## config.mk

```make
export PLATFORM = sky130hd
export DESIGN_NAME = tsme_ctrl
export DESIGN_NICKNAME = d
export VERILOG_FILES = /design/src/tsme_pkg.sv /design/src/tsme_ctrl.sv
export SDC_FILE = /design/constraint.sdc
export NUM_CORES = 1
export LEC_CHECK = 0
export BUFFER_PORTS_ARGS = -buffer_cell sky130_fd_sc_hd__buf_2
export CORE_AREA = 2 2 39 41
export CTS_BUF_LIST = sky130_fd_sc_hd__clkbuf_4
export CTS_CLUSTER_DIAMETER = 200
export CTS_CLUSTER_SIZE = 24
export DETAILED_ROUTE_END_ITERATION = 8
export DIE_AREA = 0 0 41 43
export HOLD_SLACK_MARGIN = 0.08
export SKIP_LAST_GASP = 1
export SLEW_MARGIN = 20
export SYNTH_ARGS = -nofsm -noshare
export SYNTH_HDL_FRONTEND = slang
export SYNTH_SLANG_ARGS = --single-unit
```

## constraint.sdc

```tcl
create_clock -name clk_i -period 1.7 [get_ports clk_i]
set_clock_uncertainty 0.05 [all_clocks]
set_input_delay 0.51 -clock clk_i [delete_from_list [all_inputs] [get_ports clk_i]]
set_output_delay 0.51 -clock clk_i [all_outputs]
set_load 0.005 [all_outputs]
```

## src/tsme_pkg.sv

```systemverilog
`default_nettype none
// ---------------------------------------------------------------------------
// tsme_pkg
// Shared types and constants of the tile swap mosaic engine: field widths,
// default image geometry, request codes and the controller/datapath bundles.
// ---------------------------------------------------------------------------
package tsme_pkg;

  // default geometry
  localparam int TSME_IMAGE_WIDTH  = 256;
  localparam int TSME_IMAGE_HEIGHT = 256;
  localparam int TSME_TILE_SIZE    = 4;

  // field widths
  localparam int REQ_W   = 2;
  localparam int COORD_W = 8;
  localparam int TILE_W  = 6;
  localparam int RGB_W   = 24;
  // wide enough for any image dimension in range
  localparam int DIM_W   = 13;

  // request codes
  localparam logic [REQ_W-1:0] REQ_WRITE = 2'd0;
  localparam logic [REQ_W-1:0] REQ_READ  = 2'd1;
  localparam logic [REQ_W-1:0] REQ_SWAP  = 2'd2;
  localparam logic [REQ_W-1:0] REQ_NONE  = 2'd3;

  // commands from controller to datapath
  typedef struct packed {
    logic load;       // capture the accepted request
    logic pix_wr;     // single pixel write
    logic pix_rd;     // single pixel read
    logic corner_rd;  // read both top-left pixels
    logic score;      // register before/after distances
    logic set_swap;   // mark the trial as swapped
    logic tile_rd;    // read one pixel pair of the tiles
    logic tile_wr_p;  // write first tile pixel
    logic tile_wr_q;  // write second tile pixel
    logic step;       // advance to the next pixel pair
    logic res_load;   // load the output register
  } tsme_cmd_t;

  // status from datapath to controller
  typedef struct packed {
    logic [REQ_W-1:0] req;
    logic             tiles_ok;
    logic             better;
    logic             last_pixel;
  } tsme_sts_t;

endpackage
`default_nettype wire

```

## src/tsme_ctrl.sv

```systemverilog
`default_nettype none
// ---------------------------------------------------------------------------
// tsme_ctrl
// Sequencer of the mosaic engine: takes one request at a time, steps the
// datapath through pixel access, scoring and tile exchange, and owns the
// output valid flag.
// ---------------------------------------------------------------------------
module tsme_ctrl (
  input  wire logic                clk_i,
  input  wire logic                rst_ni,
  input  wire logic                in_valid_i,
  output logic                     in_ready_o,
  output logic                     out_valid_o,
  input  wire logic                out_ready_i,
  input  wire tsme_pkg::tsme_sts_t sts_i,
  output tsme_pkg::tsme_cmd_t      cmd_o
);
  import tsme_pkg::*;

  localparam logic [2:0] ST_IDLE     = 3'd0;
  localparam logic [2:0] ST_DISPATCH = 3'd1;
  localparam logic [2:0] ST_SCORE    = 3'd2;
  localparam logic [2:0] ST_DECIDE   = 3'd3;
  localparam logic [2:0] ST_TILE_RD  = 3'd4;
  localparam logic [2:0] ST_TILE_WP  = 3'd5;
  localparam logic [2:0] ST_TILE_WQ  = 3'd6;
  localparam logic [2:0] ST_DONE     = 3'd7;

  logic [2:0] state_q, state_d;
  logic       out_valid_q, out_valid_d;

  // next state and commands
  always_comb begin
    state_d = state_q;
    cmd_o   = '0;
    case (state_q)
      ST_IDLE: begin
        if (in_valid_i) begin
          cmd_o.load = 1'b1;
          state_d    = ST_DISPATCH;
        end
      end
      ST_DISPATCH: begin
        case (sts_i.req)
          REQ_WRITE: begin
            cmd_o.pix_wr = 1'b1;
            state_d      = ST_DONE;
          end
          REQ_READ: begin
            cmd_o.pix_rd = 1'b1;
            state_d      = ST_DONE;
          end
          REQ_SWAP: begin
            if (sts_i.tiles_ok) begin
              cmd_o.corner_rd = 1'b1;
              state_d         = ST_SCORE;
            end else begin
              state_d = ST_DONE;
            end
          end
          default: state_d = ST_DONE;
        endcase
      end
      ST_SCORE: begin
        cmd_o.score = 1'b1;
        state_d     = ST_DECIDE;
      end
      ST_DECIDE: begin
        if (sts_i.better) begin
          cmd_o.set_swap = 1'b1;
          state_d        = ST_TILE_RD;
        end else begin
          state_d = ST_DONE;
        end
      end
      ST_TILE_RD: begin
        cmd_o.tile_rd = 1'b1;
        state_d       = ST_TILE_WP;
      end
      ST_TILE_WP: begin
        cmd_o.tile_wr_p = 1'b1;
        state_d         = ST_TILE_WQ;
      end
      ST_TILE_WQ: begin
        cmd_o.tile_wr_q = 1'b1;
        cmd_o.step      = 1'b1;
        state_d         = sts_i.last_pixel ? ST_DONE : ST_TILE_RD;
      end
      ST_DONE: begin
        // wait for the output register to free up
        if (!out_valid_q || out_ready_i) begin
          cmd_o.res_load = 1'b1;
          state_d        = ST_IDLE;
        end
      end
      default: state_d = ST_IDLE;
    endcase
  end

  // output valid flag
  always_comb begin
    out_valid_d = out_valid_q && !out_ready_i;
    if (cmd_o.res_load) begin
      out_valid_d = 1'b1;
    end
  end

  always_ff @(posedge clk_i or negedge rst_ni) begin
    if (!rst_ni) begin
      state_q     <= ST_IDLE;
      out_valid_q <= 1'b0;
    end else begin
      state_q     <= state_d;
      out_valid_q <= out_valid_d;
    end
  end

  assign in_ready_o  = (state_q == ST_IDLE);
  assign out_valid_o = out_valid_q;

endmodule
`default_nettype wire

```

== After elaboration in Yosys (flattened, before gate mapping) ==
Index checks and enable logic that the tools add are counted.
Word-level totals
  register bits after elaboration: 4
  output and inout bits: 13
Cells by class
  equality and inequality tests: 11
  mux-type cells: 23
  reductions and logical operators: 7
Operators by type and width (number)
  3-bit one-hot mux with 8 select lines: 1
  3-bit two-way mux: 5
  1-bit two-way mux: 14
  3-bit equality test (second input constant): 4
  3-bit by 2-bit equality test with 1-bit output (second input constant): 2
  2-bit two-way mux: 3
  2-bit inequality test (second input constant): 2
  3-bit by 1-bit equality test with 1-bit output (second input constant): 1
  3-bit logical NOT: 1
  2-bit by 1-bit equality test with 1-bit output (second input constant): 1
  2-bit equality test (second input constant): 1
  1-bit logical NOT: 2
  2-bit logical NOT: 1
  2-bit AND reduction: 1
  1-bit logical AND: 1
  1-bit logical OR: 1

== Longest topological paths before layout ==
  depth after elaboration: 5
  depth in mapped cells: 4
  gate-level depth less buffers: 3

== Least setup slack after synthesis ==
No wires, ideal clock.
  kind: reg-to-output
  start: register state_q[0]
  end: output cmd_o[10] in the netlist's numbering
  arrival: 905 ps
  data required time: 1140 ps
  slack: 235 ps
  stages on the path, launching flop included: 4
  buffers on the path: 1
  cells stage by stage: dfrtp_1 clkbuf_4 nor3_1 and2_1
RTL lines
  from (decl): line tsme_ctrl.sv:29  | logic [2:0] state_q, state_d;
  from (signal assigned): line tsme_ctrl.sv:113  | state_q <= state_d;
  to (decl): line tsme_ctrl.sv:16  | output tsme_pkg::tsme_cmd_t cmd_o

==> metrics.md <==
| Metric | Value |
|---|---|
| Clock slew at reported path FFs | `~40 ps` |
| Power share of the clock group | `between 10% and 20%` |
| Status | `finished with violations` |
| Crit path buffers/inverters | `1` |
| CTS tree | `yes` |
| Port Buf Inserts | `21` |
| Grt met1 use | `roughly an eighth` |
| Max-cap violations | `0` |
| Crit path DAT | `roughly 1200 ps` |
| Clk_lat worst skew | `approximately 240 ps` |
| Final Wtd Congestion | `0.7116` |
| Vias in the first global route | `313` |
| HP Start | `in_valid_i` |
| Worst setup SP type | `flip-flop` |
| Clk buf depth | `2` |
| Design Area, Final | `around 520 µm²` |
| Drt initial violations | `10` |
| Setup violations, final | `6` |
| Crit Path Max Fanout | `5` |
| YS warnings | `0` |
| Worst EP required | `1140 ps` |
| Reg2Reg Depth | `4` |
| Final net count | `between 70 and 80` |
| Io pins | `22` |
| Cells after synthesis | `39` |
| DP Wirelength | `571.2 µm` |
| Grt peak-use layer | `met2` |
| Syn_nets | `48` |
| Final worst slack | `-33.46 ps` |
| Seq/Total Area, Yosys | `approximately 32%` |
| VDD IR max | `about 0.71 mV` |
| # DRC | `0` |
| Cells along the critical path | `nor2_4 -> nand2_2 -> nor3b_2 -> buf_2` |
| Die Area | `1763 µm²` |
| CP Capture Type | `output port` |
| CORE AREA | `1384 µm²` |
| Endpoints failing hold | `0` |
| Clock buffer count from CTS | `3` |
| Met3 Usage GRT | `4.712%` |
| GRT overflow | `0` |
| DRT Wirelength | `828 µm` |
| Share of layout cells above drive strength 1 | `about 65%` |
| Starting Density | `22.51%` |
| Crit path depth | `4` |
| Pins Over Slew Limit | `0` |
| Die Y-Extent | `43 µm` |
| Worst path max stage delay | `between 400 and 500 ps` |
| Comb pwr share | `about three fifths` |
| Period utilization | `102.0%` |
| Post-Syn Area | `311.5 µm²` |
| Worst-margin pin slew | `roughly 230 ps` |
| Die Span X | `about 41 µm` |
| Number of inserted diodes | `0` |
| Slew HR | `84.79%` |
| Flop pwr share | `approximately 28%` |
| Sw Share | `between 40% and 50%` |
| Flops & latches, synth | `4` |
| Initial antenna violation count | `0` |
| First-pass GRT wire length | `1242 µm` |
| Area grow syn2layout | `67.47%` |
| Largest net degree at the start of global routing | `10` |
| Failing checks | `setup timing` |
| Flip-flop and latch area | `about 100 µm²` |
| Final ANT Viol Nets | `0` |
| Hold Crit Depth | `3` |
| Hold Path Class | `primary input to flip-flop` |
| Pwr dens | `roughly 1600 nW/µm²` |
| Fin crit period | `roughly 1700 ps` |
| Row count | `14` |
| Critical path's slowest cell | `dfrtp_2` |
| Placed cell area | `417.9 µm²` |
| Largest delay share family, worst path | `flip-flops` |
| Via Count | `~390` |
| P_leak | `about 0.28 nW` |
| Critical path origin | `state_q[1]$_DFFE_PN0P_` |
| Critical path class | `flip-flop to output port` |
| Pre-CTS WS | `around 65 ps` |
| Syn_area_per_cell | `7.988 µm²` |
| Area of the multi-input gates | `between 200 and 250 µm²` |
| CTS Sinks | `4` |
| Int Power | `0.4971 mW` |
| Peak Freq | `576.9 MHz` |
| Clock Tree Root | `clkbuf_4` |
| First drt pass iteration count | `4` |
| RSZ-0062 raised after global routing | `yes` |
| Net Sw Power | `0.3421 mW` |
| H-Tree Depth | `1` |
| Reg2reg start | `state_q[0]$_DFFE_PN0P_` |
| Netlist cell types | `24` |
| GRT Resource Usage Total | `10.88%` |
| Fill count | `151` |
| Via/cell ratio | `4.595` |
| Routed length per instance | `roughly 9.9 µm` |
| Met2 usage | `about 15%` |
==> path summary, 6_finish.rpt <==
kind | end | slack [ps]
min | state_q[0]$_DFFE_PN0P_ | 480
max reg2reg | state_q[1]$_DFFE_PN0P_ | 330
max in group asynchronous | state_q[2]$_DFFE_PN0P_ | 900
max | cmd_o[8] | -30
min reg2reg | state_q[0]$_DFFE_PN0P_ | 580
min in group asynchronous | state_q[1]$_DFFE_PN0P_ | 550
==> through the flow <==
stage / power (mW) / std cells / utilization, % / hold WS, ps / setup TNS [ps]
finish: 0.8392 / 84 / 37.70 / 481.0 / -107.1
global route: 0.9136 / 84 / 37.70 / 496.5 / -588.7
CTS: 0.8144 / 84 / 36.44 / 482.1 / -81.15
global placement: 0.5708 / 74 / 30.20 / 269.0 / 0
detailed placement: 0.5699 / 74 / 30.20 / 271.5 / 0
floorplan: 0.4730 / 39 / - / 164.4 / 0
==> placed cells by master, fill, tap and decap left out <==
cell	instances
nand3b_1	1
and3b_1	1
nor4_1	1
a221oi_2	1
o21ai_0	1
dfrtp_1	1
nand2b_1	1
and2_1	1
nor3_2	2
nor2_2	1
nor2_4	1
buf_4	7
nand2_1	1
nor2_1	4
nand3_1	1
and3_2	1
a21oi_1	3
dfrtp_2	3
and2b_2	1
buf_2	21
dlygate4sd3_1	1
nand2_2	2
nor3_1	2
clkbuf_4	3
and3_1	1
inv_1	2
o21ai_1	1
nor3b_2	1
nor2b_1	1
==> logic make-up (layout without fill, tap and decap cells) <==
group | count (synthesis) | after routing | share of synthesized area (%)
AND/OR/NAND/NOR | 24 | 24 | 44.19
AO/OA/AOI/OAI | 6 | 6 | 12.85
buffers and inverters | 5 | 34 | 10.85
flip-flops | 4 | 4 | 32.13
==> cell type report <==
| cell class | count | share of cell area (%) |
|---|---|---|
| tap | 16 | 3.837 |
| clock buffer | 3 | 4.317 |
| sequential | 4 | 19.90 |
| multi-input combinational | 30 | 38.37 |
| timing repair buffer | 29 | 32.13 |
| inverter | 2 | 1.439 |
==> per-layer routing <==
metal  wire, µm  vias to the layer above  part of all wire [%]
met1        351                      178                    42
li1           -                      191                     -
met3         75                        2                   9.1
met4         10                        0                   1.2
met2        391                       15                    47
met5          0                        -                     0
==> Yosys cell counts (all sizes together) <==
cell / instances / area, µm²
nor3: 4 / 20.02
and2b: 1 / 8.760
nand3: 1 / 5.000
and3b: 1 / 8.760
nand2: 3 / 13.77
a21oi: 3 / 15.01
a221oi: 1 / 15.01
nor2: 6 / 22.52
clkbuf: 1 / 7.510
dfrtp: 4 / 100.1
o21ai: 2 / 10.00
inv: 2 / 7.510
nand2b: 1 / 6.260
nor4: 1 / 6.260
and3: 2 / 13.77
nor3b: 1 / 12.51
and2: 1 / 6.260
buf: 2 / 18.77
nand3b: 1 / 7.510
nor2b: 1 / 6.260
==> worst reg2reg max path: stages (launching register included) <==
cell	delay (ps)
dfrtp_2	460
buf_4	160
and3_1	180
a221oi_2	290
o21ai_1	110
==> registers in the layout, summed over array words and instances (netlist names) <==
| register | cells |
|---|---|
| state_q | 3 |
| out_valid_o | 1 |
==> what timing repair did <==
item | CTS | global route
pin swaps | 1 | 1
hold endpoints to repair | 4 | 0
resized for setup | 5 | 4
buffers inserted | 6 | 0
hold buffers | 1 | 0
endpoints found under the setup margin | 11 | 12
==> power groups by stage <==
stage,clock network [mW],logic [mW],registers (mW)
after CTS,0.125,0.474,0.215
final,0.120,0.488,0.230
after floorplan,0,0.296,0.177
after global routing,0.132,0.540,0.242
after detailed placement,0,0.336,0.234
after global placement,0,0.338,0.233
No activity file was read; power rests on OpenSTA's default activity.
